$ cat config.mk
export PLATFORM = sky130hd
export DESIGN_NAME = zone_motion_detector
export DESIGN_NICKNAME = d
export VERILOG_FILES = /design/src/sv/zmd_pkg.sv /design/src/sv/zmd_divider.sv /design/src/sv/zone_motion_detector.sv
export SDC_FILE = /design/constraint.sdc
export NUM_CORES = 1
export LEC_CHECK = 0
export BUFFER_PORTS_ARGS = -buffer_cell sky130_fd_sc_hd__buf_4
export CAP_MARGIN = 20
export CORE_UTILIZATION = 42
export DETAILED_ROUTE_END_ITERATION = 8
export HOLD_SLACK_MARGIN = 0.12
export MAX_ROUTING_LAYER = met4
export PLACE_DENSITY = 0.69
export REMOVE_ABC_BUFFERS = 1
export SYNTH_ARGS = -nofsm -noshare
export SYNTH_HDL_FRONTEND = slang
export SYNTH_SLANG_ARGS = --single-unit
$ cat constraint.sdc
create_clock -name clk_i -period 6.7 [get_ports clk_i]
set_input_delay 1.34 -clock clk_i [delete_from_list [all_inputs] [get_ports clk_i]]
set_output_delay 1.34 -clock clk_i [all_outputs]
set_load 0.05 [all_outputs]
$ cat src/sv/zmd_pkg.sv
`timescale 1ns / 1ps

package zmd_pkg;

  // Zone grid and frame limits
  localparam int ZONE_COLS    = 4;
  localparam int ZONE_ROWS    = 3;
  localparam int NZONES       = ZONE_COLS * ZONE_ROWS;
  localparam int START_DELAY  = 200;
  localparam int MAX_FRAME_MB = 128;

  // Field and register widths
  localparam int SAD_W      = 16;
  localparam int SIZE_W     = 8;
  localparam int ENABLE_W   = 12;
  localparam int LEVEL_W    = 2;
  localparam int CVAL_W     = 10;
  localparam int CFG_DATA_W = 12;
  localparam int CFG_IDX_W  = 3;
  localparam int OUT_TDATA_W = 16;

  // Internal widths
  localparam int CNT_W    = 15;
  localparam int CNT_MAX  = (2 ** CNT_W) - 1;
  localparam int POS_W    = $clog2(MAX_FRAME_MB);
  localparam int FWE_W    = $clog2(MAX_FRAME_MB + 1);
  localparam int FWX_W    = FWE_W + 1;
  localparam int ZC_W     = $clog2(ZONE_COLS + 1);
  localparam int ZR_W     = $clog2(ZONE_ROWS + 1);
  localparam int FRAMES_W = 8;
  localparam int AREA_W   = 2 * SIZE_W;
  localparam int MASK_W   = (NZONES > ENABLE_W) ? NZONES : ENABLE_W;

  // Shared divider
  localparam int DIV_W     = AREA_W;
  localparam int DVS_W     = CVAL_W;
  localparam int DIV_STEPS = DIV_W;
  localparam int STEP_W    = $clog2(DIV_STEPS);

  // Register reset values
  localparam logic [SIZE_W-1:0]   FW_RST   = SIZE_W'(120);
  localparam logic [SIZE_W-1:0]   WW_RST   = SIZE_W'(30);
  localparam logic [SIZE_W-1:0]   WH_RST   = SIZE_W'(22);
  localparam logic [ENABLE_W-1:0] ZEN_RST  = '0;
  localparam logic                CEN_RST  = 1'b0;
  localparam logic [LEVEL_W-1:0]  LVL_RST  = LEVEL_W'(1);
  localparam logic [CVAL_W-1:0]   CVAL_RST = '0;

  typedef enum logic [CFG_IDX_W-1:0] {
    CFG_FRAME_WIDTH   = 3'd0,
    CFG_WINDOW_WIDTH  = 3'd1,
    CFG_WINDOW_HEIGHT = 3'd2,
    CFG_ZONE_ENABLE   = 3'd3,
    CFG_CUSTOM_ENABLE = 3'd4,
    CFG_SENS_LEVEL    = 3'd5,
    CFG_CUSTOM_VALUE  = 3'd6
  } cfg_idx_e;

  typedef enum logic [2:0] {
    ST_SETUP,
    ST_THR,
    ST_COL,
    ST_ROW,
    ST_RUN,
    ST_EVAL
  } state_e;

  typedef struct packed {
    logic             flush;
    logic             start;
    logic [DIV_W-1:0] dividend;
    logic [DVS_W-1:0] divisor;
  } div_req_t;

  typedef struct packed {
    logic             busy;
    logic             done;
    logic [DIV_W-1:0] quot;
    logic [DVS_W-1:0] rem;
  } div_rsp_t;

  // Sensitivity per width tier (rows) and level (columns)
  localparam logic [6:0] SENS_TBL [4][3] = '{
    '{7'd3,  7'd5,  7'd10},
    '{7'd7,  7'd11, 7'd20},
    '{7'd15, 7'd25, 7'd50},
    '{7'd35, 7'd55, 7'd95}
  };

  function automatic logic [FWE_W-1:0] eff_fw(logic [SIZE_W-1:0] fw);
    logic [FWE_W-1:0] r;
    if (fw == '0) begin
      r = FWE_W'(1);
    end else if (int'(fw) > MAX_FRAME_MB) begin
      r = FWE_W'(MAX_FRAME_MB);
    end else begin
      r = FWE_W'(fw);
    end
    return r;
  endfunction

  function automatic logic [SIZE_W-1:0] eff_size(logic [SIZE_W-1:0] s);
    return (s == '0) ? SIZE_W'(1) : s;
  endfunction

  function automatic logic [DVS_W-1:0] sens_of(logic [FWE_W-1:0] fw, logic cen,
                                               logic [LEVEL_W-1:0] lvl,
                                               logic [CVAL_W-1:0] cval);
    logic [DVS_W-1:0] s;
    logic [1:0]       tier;
    logic [17:0]      prod;
    logic [7:0]       q5;
    s    = DVS_W'(1);
    prod = 18'(cval) * 18'(205);
    q5   = prod[17:10];
    if (int'(fw) >= 120)     tier = 2'd3;
    else if (int'(fw) >= 80) tier = 2'd2;
    else if (int'(fw) >= 40) tier = 2'd1;
    else                     tier = 2'd0;
    if (!cen) begin
      if (lvl != LEVEL_W'(3)) s = DVS_W'(SENS_TBL[tier][lvl]);
    end else if (cval == '0) begin
      s = DVS_W'(20);
    end else if (int'(fw) > 45) begin
      s = (cval >= CVAL_W'(20)) ? DVS_W'(cval) : DVS_W'(20);
    end else begin
      // divide by five through the reciprocal, exact below 1024
      s = (q5 < 8'd10) ? DVS_W'(10) : DVS_W'(q5);
    end
    return (s == '0) ? DVS_W'(1) : s;
  endfunction

  function automatic logic [SAD_W-1:0] sad_thr_of(logic [AREA_W-1:0] area);
    logic [SAD_W-1:0] t;
    if (area >= AREA_W'(600))      t = SAD_W'(2500);
    else if (area >= AREA_W'(300)) t = SAD_W'(3000);
    else if (area >= AREA_W'(100)) t = SAD_W'(3500);
    else if (area >= AREA_W'(20))  t = SAD_W'(4000);
    else                           t = SAD_W'(4500);
    return t;
  endfunction

endpackage

$ cat src/sv/zmd_divider.sv
`timescale 1ns / 1ps

module zmd_divider
  import zmd_pkg::*;
(
  input  logic     clk_i,
  input  logic     rst_ni,
  input  div_req_t req_i,
  output div_rsp_t rsp_o
);

  logic              busy_q, busy_d;
  logic              done_q, done_d;
  logic [STEP_W-1:0] step_q, step_d;
  logic [DIV_W-1:0]  dq_q, dq_d;
  logic [DVS_W-1:0]  rem_q, rem_d;
  logic [DVS_W-1:0]  dvs_q, dvs_d;
  logic [DVS_W:0]    shifted;
  logic [DVS_W+1:0]  diff;

  // Restoring division, one quotient bit per cycle
  always_comb begin
    shifted = {rem_q, dq_q[DIV_W-1]};
    diff    = {1'b0, shifted} - {2'b00, dvs_q};
    busy_d  = busy_q;
    done_d  = 1'b0;
    step_d  = step_q;
    dq_d    = dq_q;
    rem_d   = rem_q;
    dvs_d   = dvs_q;
    if (req_i.flush) begin
      busy_d = 1'b0;
    end else if (busy_q) begin
      rem_d  = diff[DVS_W+1] ? shifted[DVS_W-1:0] : diff[DVS_W-1:0];
      dq_d   = {dq_q[DIV_W-2:0], ~diff[DVS_W+1]};
      step_d = step_q + STEP_W'(1);
      if (step_q == STEP_W'(DIV_STEPS - 1)) begin
        busy_d = 1'b0;
        done_d = 1'b1;
      end
    end else if (req_i.start) begin
      busy_d = 1'b1;
      step_d = '0;
      dq_d   = req_i.dividend;
      rem_d  = '0;
      dvs_d  = req_i.divisor;
    end
  end

  always_ff @(posedge clk_i or negedge rst_ni) begin
    if (!rst_ni) begin
      busy_q <= 1'b0;
      done_q <= 1'b0;
      step_q <= '0;
    end else begin
      busy_q <= busy_d;
      done_q <= done_d;
      step_q <= step_d;
    end
  end

  always_ff @(posedge clk_i) begin
    dq_q  <= dq_d;
    rem_q <= rem_d;
    dvs_q <= dvs_d;
  end

  assign rsp_o.busy = busy_q;
  assign rsp_o.done = done_q;
  assign rsp_o.quot = dq_q;
  assign rsp_o.rem  = rem_q;

endmodule

$ cat src/sv/zone_motion_detector.sv
`timescale 1ns / 1ps

// Zone motion detector. Macroblock SADs of a frame arrive in raster order on the
// s_axis channel, one transfer per macroblock, tlast on the final one and the
// key-frame flag in tuser. One result per frame leaves on m_axis: per-zone motion
// flags and an any-motion bit in tdata, the evaluated flag in tuser.
// Throughput: one macroblock per cycle while s_axis_tready is high; each frame then
// passes through the zone evaluation state after its last macroblock. The result
// is registered there and held in an output register until taken.
// Setup: after reset and after every register write, a sequencer recomputes the
// thresholds and the zone position of the current macroblock with one shared
// 16-step divider (three divisions); s_axis_tready stays low until it finishes.
// Reset clears the frame position, zone counts and frame counter and loads the
// register defaults. When m_axis stalls, the result waits in its register and
// s_axis_tready drops until the slot is free again.
// Write registers with cfg_we_i only while no frame is in flight.

module zone_motion_detector
  import zmd_pkg::*;
(
  input  logic                   clk_i,
  input  logic                   rst_ni,
  input  logic                   s_axis_tvalid,
  output logic                   s_axis_tready,
  input  logic [SAD_W-1:0]       s_axis_tdata,   // [15:0] sad
  input  logic                   s_axis_tuser,   // [0] key_frame
  input  logic                   s_axis_tlast,
  output logic                   m_axis_tvalid,
  input  logic                   m_axis_tready,
  output logic [OUT_TDATA_W-1:0] m_axis_tdata,   // [11:0] zone_motion, [12] any_motion
  output logic                   m_axis_tuser,   // [0] evaluated
  input  logic                   cfg_we_i,
  input  logic [CFG_IDX_W-1:0]   cfg_idx_i,
  input  logic [CFG_DATA_W-1:0]  cfg_data_i
);

  state_e state_q, state_d;

  logic [SIZE_W-1:0]   fw_q, ww_q, wh_q;
  logic [ENABLE_W-1:0] zen_q;
  logic                cen_q;
  logic [LEVEL_W-1:0]  lvl_q;
  logic [CVAL_W-1:0]   cval_q;

  logic [AREA_W-1:0] area_q, area_d;
  logic [DVS_W-1:0]  sens_q, sens_d;
  logic [SAD_W-1:0]  sad_thr_q, sad_thr_d;
  logic [DIV_W-1:0]  cnt_thr_q, cnt_thr_d;

  logic [POS_W-1:0]  col_pos_q, col_pos_d, row_pos_q, row_pos_d;
  logic [SIZE_W-1:0] ccnt_q, ccnt_d, rcnt_q, rcnt_d;
  logic [ZC_W-1:0]   zc_q, zc_d;
  logic [ZR_W-1:0]   zr_q, zr_d;
  logic [CNT_W-1:0]  counts_q [NZONES];
  logic [CNT_W-1:0]  counts_d [NZONES];
  logic [FRAMES_W-1:0] frames_q, frames_d;
  logic              key_q, key_d;

  logic                out_valid_q, out_valid_d;
  logic [ENABLE_W-1:0] out_motion_q, out_motion_d;
  logic                out_any_q, out_any_d;
  logic                out_eval_q, out_eval_d;

  logic [FWE_W-1:0]  fw_eff;
  logic [SIZE_W-1:0] ww_eff, wh_eff;
  logic [AREA_W-1:0] area_now;
  logic              accept;
  logic              hit;
  logic              eval_ok;
  logic [MASK_W-1:0] zen_ext, motion_ext;
  logic [FWX_W-1:0]  col_next;
  logic [SIZE_W:0]   ccnt_next, rcnt_next;

  div_req_t div_req;
  div_rsp_t div_rsp;

  zmd_divider u_divider (
    .clk_i  (clk_i),
    .rst_ni (rst_ni),
    .req_i  (div_req),
    .rsp_o  (div_rsp)
  );

  assign fw_eff    = eff_fw(fw_q);
  assign ww_eff    = eff_size(ww_q);
  assign wh_eff    = eff_size(wh_q);
  assign area_now  = AREA_W'(ww_eff) * AREA_W'(wh_eff);
  assign accept    = s_axis_tvalid && s_axis_tready;
  assign col_next  = FWX_W'(col_pos_q) + FWX_W'(1);
  assign ccnt_next = {1'b0, ccnt_q} + (SIZE_W+1)'(1);
  assign rcnt_next = {1'b0, rcnt_q} + (SIZE_W+1)'(1);
  assign hit       = (FWE_W'(col_pos_q) < fw_eff) && (s_axis_tdata > sad_thr_q);
  assign eval_ok   = !key_q && (int'(frames_q) >= START_DELAY);
  assign zen_ext   = MASK_W'(zen_q);

  // Register file
  always_ff @(posedge clk_i or negedge rst_ni) begin
    if (!rst_ni) begin
      fw_q   <= FW_RST;
      ww_q   <= WW_RST;
      wh_q   <= WH_RST;
      zen_q  <= ZEN_RST;
      cen_q  <= CEN_RST;
      lvl_q  <= LVL_RST;
      cval_q <= CVAL_RST;
    end else if (cfg_we_i) begin
      unique case (cfg_idx_i)
        CFG_FRAME_WIDTH:   fw_q   <= cfg_data_i[SIZE_W-1:0];
        CFG_WINDOW_WIDTH:  ww_q   <= cfg_data_i[SIZE_W-1:0];
        CFG_WINDOW_HEIGHT: wh_q   <= cfg_data_i[SIZE_W-1:0];
        CFG_ZONE_ENABLE:   zen_q  <= cfg_data_i[ENABLE_W-1:0];
        CFG_CUSTOM_ENABLE: cen_q  <= cfg_data_i[0];
        CFG_SENS_LEVEL:    lvl_q  <= cfg_data_i[LEVEL_W-1:0];
        CFG_CUSTOM_VALUE:  cval_q <= cfg_data_i[CVAL_W-1:0];
        default: ;
      endcase
    end
  end

  // Next state
  always_comb begin
    state_d = state_q;
    unique case (state_q)
      ST_SETUP: state_d = ST_THR;
      ST_THR:   if (div_rsp.done) state_d = ST_COL;
      ST_COL:   if (div_rsp.done) state_d = ST_ROW;
      ST_ROW:   if (div_rsp.done) state_d = ST_RUN;
      ST_RUN:   if (accept && s_axis_tlast) state_d = ST_EVAL;
      ST_EVAL:  state_d = ST_RUN;
      default:  state_d = ST_SETUP;
    endcase
    // any register write restarts the setup sequence
    if (cfg_we_i) state_d = ST_SETUP;
  end

  // Sequencer outputs and datapath
  always_comb begin
    area_d       = area_q;
    sens_d       = sens_q;
    sad_thr_d    = sad_thr_q;
    cnt_thr_d    = cnt_thr_q;
    col_pos_d    = col_pos_q;
    row_pos_d    = row_pos_q;
    ccnt_d       = ccnt_q;
    rcnt_d       = rcnt_q;
    zc_d         = zc_q;
    zr_d         = zr_q;
    counts_d     = counts_q;
    frames_d     = frames_q;
    key_d        = key_q;
    out_valid_d  = out_valid_q && !m_axis_tready;
    out_motion_d = out_motion_q;
    out_any_d    = out_any_q;
    out_eval_d   = out_eval_q;
    motion_ext   = '0;
    s_axis_tready = 1'b0;

    div_req.flush    = cfg_we_i;
    div_req.start    = 1'b0;
    div_req.dividend = area_q;
    div_req.divisor  = sens_q;

    unique case (state_q)
      ST_SETUP: begin
        area_d    = area_now;
        sens_d    = sens_of(fw_eff, cen_q, lvl_q, cval_q);
        sad_thr_d = sad_thr_of(area_now);
      end
      ST_THR: begin
        div_req.start = !div_rsp.busy && !div_rsp.done;
        if (div_rsp.done) cnt_thr_d = div_rsp.quot;
      end
      ST_COL: begin
        div_req.start    = !div_rsp.busy && !div_rsp.done;
        div_req.dividend = DIV_W'(col_pos_q);
        div_req.divisor  = DVS_W'(ww_eff);
        if (div_rsp.done) begin
          zc_d   = (div_rsp.quot >= DIV_W'(ZONE_COLS)) ? ZC_W'(ZONE_COLS)
                                                      : div_rsp.quot[ZC_W-1:0];
          ccnt_d = div_rsp.rem[SIZE_W-1:0];
        end
      end
      ST_ROW: begin
        div_req.start    = !div_rsp.busy && !div_rsp.done;
        div_req.dividend = DIV_W'(row_pos_q);
        div_req.divisor  = DVS_W'(wh_eff);
        if (div_rsp.done) begin
          zr_d   = (div_rsp.quot >= DIV_W'(ZONE_ROWS)) ? ZR_W'(ZONE_ROWS)
                                                      : div_rsp.quot[ZR_W-1:0];
          rcnt_d = div_rsp.rem[SIZE_W-1:0];
        end
      end
      ST_RUN: begin
        s_axis_tready = !out_valid_q || m_axis_tready;
        if (accept) begin
          for (int i = 0; i < ZONE_ROWS; i++) begin
            for (int j = 0; j < ZONE_COLS; j++) begin
              if (hit && zr_q == ZR_W'(i) && zc_q == ZC_W'(j) &&
                  counts_q[i*ZONE_COLS+j] != CNT_W'(CNT_MAX)) begin
                counts_d[i*ZONE_COLS+j] = counts_q[i*ZONE_COLS+j] + CNT_W'(1);
              end
            end
          end
          if (s_axis_tlast) begin
            key_d = s_axis_tuser;
            if (int'(frames_q) < START_DELAY) frames_d = frames_q + FRAMES_W'(1);
          end else if (col_next >= FWX_W'(fw_eff)) begin
            // wrap to the next macroblock row
            col_pos_d = '0;
            ccnt_d    = '0;
            zc_d      = '0;
            if (int'(row_pos_q) < MAX_FRAME_MB - 1) begin
              row_pos_d = row_pos_q + POS_W'(1);
              if (rcnt_next >= {1'b0, wh_eff}) begin
                rcnt_d = '0;
                if (zr_q != ZR_W'(ZONE_ROWS)) zr_d = zr_q + ZR_W'(1);
              end else begin
                rcnt_d = rcnt_next[SIZE_W-1:0];
              end
            end
          end else begin
            col_pos_d = col_next[POS_W-1:0];
            if (ccnt_next >= {1'b0, ww_eff}) begin
              ccnt_d = '0;
              if (zc_q != ZC_W'(ZONE_COLS)) zc_d = zc_q + ZC_W'(1);
            end else begin
              ccnt_d = ccnt_next[SIZE_W-1:0];
            end
          end
        end
      end
      ST_EVAL: begin
        for (int i = 0; i < ZONE_ROWS; i++) begin
          for (int j = 0; j < ZONE_COLS; j++) begin
            if (((ZONE_ROWS - 1 - i) * ZONE_COLS + j) < ENABLE_W && eval_ok &&
                ZR_W'(i) <= zr_q &&
                (AREA_W'(ww_eff) * AREA_W'(j)) < AREA_W'(fw_eff) &&
                zen_ext[(ZONE_ROWS - 1 - i) * ZONE_COLS + j] &&
                DIV_W'(counts_q[i*ZONE_COLS+j]) >= cnt_thr_q) begin
              motion_ext[(ZONE_ROWS - 1 - i) * ZONE_COLS + j] = 1'b1;
            end
          end
        end
        out_valid_d  = 1'b1;
        out_motion_d = motion_ext[ENABLE_W-1:0];
        out_any_d    = |motion_ext[ENABLE_W-1:0];
        out_eval_d   = eval_ok;
        col_pos_d    = '0;
        row_pos_d    = '0;
        ccnt_d       = '0;
        rcnt_d       = '0;
        zc_d         = '0;
        zr_d         = '0;
        for (int k = 0; k < NZONES; k++) counts_d[k] = '0;
      end
      default: ;
    endcase
  end

  always_ff @(posedge clk_i or negedge rst_ni) begin
    if (!rst_ni) begin
      state_q     <= ST_SETUP;
      col_pos_q   <= '0;
      row_pos_q   <= '0;
      ccnt_q      <= '0;
      rcnt_q      <= '0;
      zc_q        <= '0;
      zr_q        <= '0;
      frames_q    <= '0;
      key_q       <= 1'b0;
      out_valid_q <= 1'b0;
      for (int k = 0; k < NZONES; k++) counts_q[k] <= '0;
    end else begin
      state_q     <= state_d;
      col_pos_q   <= col_pos_d;
      row_pos_q   <= row_pos_d;
      ccnt_q      <= ccnt_d;
      rcnt_q      <= rcnt_d;
      zc_q        <= zc_d;
      zr_q        <= zr_d;
      frames_q    <= frames_d;
      key_q       <= key_d;
      out_valid_q <= out_valid_d;
      counts_q    <= counts_d;
    end
  end

  always_ff @(posedge clk_i) begin
    area_q       <= area_d;
    sens_q       <= sens_d;
    sad_thr_q    <= sad_thr_d;
    cnt_thr_q    <= cnt_thr_d;
    out_motion_q <= out_motion_d;
    out_any_q    <= out_any_d;
    out_eval_q   <= out_eval_d;
  end

  assign m_axis_tvalid = out_valid_q;
  assign m_axis_tdata  = OUT_TDATA_W'({out_any_q, out_motion_q});
  assign m_axis_tuser  = out_eval_q;

endmodule

# Word level (Yosys, flattened, before mapping)
# Index checks and enable logic that the tools add are counted.
[op_classes]
bitwise_logic = 5
magnitude_cmp = 42
div = 0
mul = 3
shifts = 0
n_eq_ne = 58
n_reduce_logical = 126
add_sub_neg = 21
n_mux = 124
[op_table]
columns = ["cell", "n"]
rows = [
  ["case mux 180 bit (2 select lines)", 1],
  [">= comparator 15 x 16 -> 1 bit", 12],
  ["adder 15 x 1 -> 15 bit (second input constant)", 12],
  ["two-way mux 15 bit", 12],
  ["two-way mux 180 bit", 1],
  ["!= test 15 bit (second input constant)", 12],
  ["two-way mux 8 bit", 15],
  ["two-way mux 10 bit", 9],
  ["logical AND 1 bit", 72],
  ["two-way mux 7 bit", 10],
  ["case mux 26 bit (2 select lines)", 1],
  ["case mux 8 bit (3 select lines)", 2],
  ["AND reduction 3 bit", 15],
  ["binary-select mux 21 bit (select 2 bit)", 1],
  ["two-way mux 21 bit", 2],
  ["!= test 2 bit (second input constant)", 20],
  ["two-way mux 3 bit", 12],
  ["two-way mux 1 bit", 35],
  ["two-way mux 16 bit", 2],
  ["case mux 7 bit (2 select lines)", 2],
  ["zero test 8 bit", 3],
  ["two-way mux 2 bit", 11],
  ["zero test 10 bit", 2],
  ["adder 8 x 1 -> 9 bit (second input constant)", 2],
  ["68 further kinds", 113],
]
[word_totals]
in_bits = 38
regBits = 388
ram_bits = 0
mem_count = 0
latchBits = 0
out_inout_bits = 19
romBits = 0

# Longest topological paths before layout
[logic_depth]
depth_word = 19
depth_mapped = 27

# By module
# From an unflattened synthesis, not the netlist that was laid out.
[unflattened]
cells_unflattened = 2993
hier_area_um2 = 28328.4
[modules_own_cells]
columns = ["module", "cells_each", "seq_area_each_um2", "area_per_inst_um2", "n_inst"]
rows = [
  ["zone_motion_detector", 2816, 8898.5, 26093.8, 1],
  ["zmd_divider", 177, 1231.2, 2234.6, 1],
]

# Least setup slack after synthesis
# OpenSTA, ideal clock, no wires.
[synth_timing]
path_type = "register to register"
startpoint = "register ww_q[4]"
endpoint = "register sad_thr_q[2] (data pin)"
period_less_slack_ns = 6.040
setup_slack_ns = 0.660
path_stages_with_launch = 27
arrival_ns = 5.781
setup_ns = 0.259
path_cell_list = "dfstp_2 -> inv_1 -> ha_1 -> nand3_1 -> nand2b_1 -> clkbuf_1 -> nand2_1 -> clkbuf_1 -> inv_1 -> nand2_1 -> fa_1 -> fa_1 -> inv_1 -> fa_1 -> inv_1 -> fa_1 -> inv_1 -> ha_1 -> inv_1 -> o21bai_1 -> a21oi_1 -> o21ai_0 -> a31oi_1 -> xnor2_1 -> or4b_1 -> nor3_1 -> inv_1"
[synth_via]
elab_chain_len = 7
elab_cells_between_ends = 10
[synth_lines]
columns = ["element", "line", "text"]
rows = [
  ["start: declaration", "zone_motion_detector.sv:39", "logic [SIZE_W-1:0] fw_q, ww_q, wh_q;"],
  ["start signal: assignment", "zone_motion_detector.sv:109", "CFG_WINDOW_WIDTH: ww_q <= cfg_data_i[SIZE_W-1:0];"],
  ["zero test 8 bit", "zmd_pkg.sv:103", "return (s == '0) ? SIZE_W'(1) : s;"],
  ["two-way mux 8 bit *", "zmd_pkg.sv:103", ""],
  ["multiplier 8 x 8 -> 16 bit *", "zone_motion_detector.sv:87", "assign area_now = AREA_W'(ww_eff) * AREA_W'(wh_eff);"],
  ["via area_now[13]", "zone_motion_detector.sv:66", "logic [AREA_W-1:0] area_now;"],
  [">= comparator 16 x 5 -> 1 bit", "zmd_pkg.sv:138", "else if (area >= AREA_W'(20)) t = SAD_W'(4000);"],
  ["two-way mux 13 bit", "zmd_pkg.sv:138", ""],
  ["two-way mux 11 bit", "zmd_pkg.sv:137", "else if (area >= AREA_W'(100)) t = SAD_W'(3500);"],
  ["two-way mux 10 bit", "zmd_pkg.sv:136", "else if (area >= AREA_W'(300)) t = SAD_W'(3000);"],
  ["end signal: assignment", "zone_motion_detector.sv:291", "sad_thr_q <= sad_thr_d;"],
  ["end: declaration", "zone_motion_detector.sv:47", "logic [SAD_W-1:0] sad_thr_q, sad_thr_d;"],
]
# Mark *: on every way through the listed nets, which the timed path passes. The rest lies on a longest branch.
# A chain may end at the register's enable or synchronous reset.

# Final worst setup path
[layout_timing]
startpoint = "register ww_q[6]"
endpoint = "register sad_thr_q[2] (data pin)"
# Same word-level chain as after synthesis.

==> summary.md <==
- routed wire length: 77.6 mm
- total core area: 67,800 um2
- post-synthesis to final-layout area growth: 10.2%
- num ports: 57
- Mapped Avg Cell Area: 9.25 um2
- part of the power in registers: 29.5%
- Slowest Stage Delay on Critical Path: 0.55 ns
- Sink Count: 384
- final clock period utilization by the worst path: 92.8%
- vias: 23,600
- maximum number of pins on one net before global-route repair: 117
- minimum period implied by the final worst setup slack: 6.22 ns
- CTS root buffer: clkbuf_16
- most used standard cells in the synthesized netlist: ha_1, dfrtp_1, nand2_1, inv_1, nor2_1
- Setup Buffers After CTS: 0
- ratio of cells with drive above 1 in the final layout: 8.41%
- post-detailed-route via-to-cell ratio: 5.77
- number of flip-flops and latches in the synthesized netlist: 384
- final setup vio count: 0
- drt drc: 0
- worst path cell trace: inv_1, ha_1, nand3_1, nand2b_2, nand2_1, buf_4, nor2_1, fa_1, fa_1, inv_1, fa_1, fa_1, inv_1, ha_1, a21oi_1, o21bai_1, a21oi_1, o21ai_0, a31oi_1, xnor2_1, or4b_1, nor3_1, inv_1
- transition time of the tightest slew-check pin: 1.07 ns
- Critical Path End Type: flip-flop
- count of H-tree levels built during CTS: 2
- most used flip-flop cell after synthesis: dfrtp_1
- share of power burned in the clock network: 25.8%
- Largest delay share family, worst path: adder cells
- largest vdd supply drop: 0.000378 V
- CP max-delay cell: fa_1
- setup TNS: 0 ns
- hpwl dp: 54.7 mm
- Post-Synthesis Cells: 3,134
- number of enable-type register cells in the synthesized netlist: 101
- sw frac: 39.7%
- Post-synth ARST share: 73.7%
- routed wirelength normalized by instance count: 19.0 um
- RSZ-0062 raised after global routing: no
- Clock Skew: 0.0440 ns
- Cell variety after synth: 85
- clock buffer count from CTS: 46
- area leader, netlist: dfrtp_1
- worst-skew pair later-pin latency: 0.60 ns
- max-capacitance violation count: 0
- Placer Congestion: 0.903
- port buffer count: 53
- crit path launch type: flip-flop
- worst endpoint required time: 7.01 ns
- die extent in y: 265 um
- Logic pwr share: 44.8%
- Clock Tree Buf Depth: 3
- top area cells in the synthesized netlist: dfrtp_1, ha_1, edfxtp_1, fa_1, nand2_1
- maximum net fanout on the critical path: 9
- result of the run: finished, final reports clean
- library cell with the highest instance count after synthesis: ha_1
- iteration-0 DRC count of the detailed router: 1,852
- Switch Pwr: 0.00396 W
- # hold bufs at CTS: 0
- Static Leakage: 14.7 nW
- Pre-antenna DRT Iters: 6
- layout net count: 3,651
- overall die area: 70,100 um2
- FMAX: 161 MHz
- post-cts sizing count: 0
- Buf/Inv on CP: 5
- overall power: 0.00996 W
- vias in the first global route: 22,700
- power density normalized to cell area: 312 nW/um2
- Total Routing Usage GR: 22.8%
- wire length of the first global-routing pass: 123 mm
- final count of hold timing violations: 0
- Internal Power: 0.00600 W
- max-slew violation count: 0
- CTS tree: yes
- sequential cell area fraction in the yosys report: 34.9%
- clock edge transition at the registers on the reported setup and hold paths: 0.06 ns
- horizontal extent of the die: 265 um
- endpoint arrival time on the critical path: 6.53 ns
- row count: 95
- post-route ant nets: 0
- category of the critical setup timing path: flip-flop to flip-flop
- share of Yosys cell area claimed by the top area cell type: 23.4%
- antenna violations before repair: 3
- starting density of the core: 42.8%
- remaining global-route overflow: 0
- Syn. warnings: 0
- worst hold path class: flip-flop to flip-flop
- tightest slew margin relative to the limit: 28.3%
- area of the mapped netlist: 29,000 um2
[layout by cell type, fill, tap and decap left out, types with 12 or more instances in the layout]
cell type / netlist / final
xnor2_1: 65 / 65
a211oi_1: 17 / 17
mux2i_1: 47 / 47
edfxtp_1: 101 / 101
or4_1: 24 / 24
nor3_1: 55 / 54
dfrtp_1: 271 / 271
dfstp_2: 12 / 12
o211ai_1: 15 / 15
o21ai_0: 199 / 199
clkbuf_16: 0 / 48
inv_1: 238 / 237
a31o_2: 16 / 16
a31oi_1: 28 / 28
nor2_1: 234 / 233
a21oi_1: 179 / 178
and2_1: 21 / 21
fa_1: 54 / 54
and4_1: 21 / 21
xor2_1: 28 / 28
and3_1: 70 / 70
nand3_1: 130 / 130
nor2b_1: 34 / 34
nor4_1: 29 / 29
a21o_1: 64 / 64
or3_1: 56 / 56
mux2_2: 37 / 37
nand2_1: 266 / 265
nand4_1: 68 / 68
nand2b_1: 56 / 55
ha_1: 387 / 387
buf_4: 4 / 95
o21a_1: 29 / 29
[final cells by class]
cell class,instances,area (um2)
Clock inverter,23,214
Fill cell,6394,35800
Antenna cell,1,2.50
Multi-Input combinational cell,2400,17500
Sequential cell,384,10100
Timing Repair Buffer,97,748
Clock buffer,62,1320
Inverter,243,915
Tap cell,873,1090
[cell families after synthesis]
family	after synthesis	synth area share [%]
other	1	0.0129
muxes	85	3.10
AOI/OAI and AO/OA	663	14.3
xor gates and xnor gates	93	2.81
DFF	384	34.9
buffers and inverters	352	4.73
adders and majority gates	443	20.5
and+or+nand+nor	1113	19.6
[sequential cells by signal, indices dropped and copies added (netlist names), 9 cells and up]
register	flops
u_divider.dvs_q	10
sens_q	10
cnt_thr_q	16
cval_q	10
area_q	16
sad_thr_q	9
u_divider.dq_q	16
zen_ext	12
out_motion_q	12
u_divider.rem_q	10
counts_q	180
[metrics by stage]
step	setup slack [ns]	area [um2]	hold WS [ns]	util, %	cells
after floorplan	-0.397	28500	0.436	-	3027
after global routing	0.0235	32000	0.495	47.2	4083
final	0.484	32000	0.479	47.2	4083
after global placement	0.562	30400	0.458	44.9	3997
after CTS	0.414	31900	0.477	47.2	4082
after detailed placement	0.470	30400	0.454	44.9	3997
[metal layers]
layer | track usage (%) | part of all wire (%) | wire length [um] | vias to the layer above
met5 | - | 0 | 0 | -
met4 | 9.00 | 3.8 | 2970 | 0
met3 | 3.90 | 6.2 | 4850 | 165
met2 | 35.7 | 45 | 35200 | 635
met1 | 29.3 | 45 | 34600 | 11400
li1 | - | - | - | 11400
[power groups by stage]
stage               Clock [W]  Combinational, W  Sequential (W)
detailed placement          0           0.00443         0.00297
global placement            0           0.00435         0.00297
floorplan                   0           0.00333         0.00290
finish                0.00256           0.00446         0.00293
global route          0.00270           0.00507         0.00296
CTS                   0.00261           0.00447         0.00293
[path summary, 6_finish.rpt]
path | start | endpoint | slack, ns | cells past startpoint
max reg2reg | ww_q[6]$_DFFE_PN0P_ | sad_thr_q[2]$_SDFFCE_PP1P_ | 0.48 | 23
min | frames_q[7]$_DFFE_PN0P_ | frames_q[7]$_DFFE_PN0P_ | 0.48 | 1
min in group asynchronous | rst_ni | counts_q[97]$_DFFE_PN0P_ | 0.72 | 1
min reg2reg | frames_q[7]$_DFFE_PN0P_ | frames_q[7]$_DFFE_PN0P_ | 0.48 | 1
max in group asynchronous | rst_ni | rcnt_q[2]$_DFFE_PN0P_ | 4.83 | 2
max | ww_q[6]$_DFFE_PN0P_ | sad_thr_q[2]$_SDFFCE_PP1P_ | 0.48 | 23
Power figures use the tool's default switching activity.
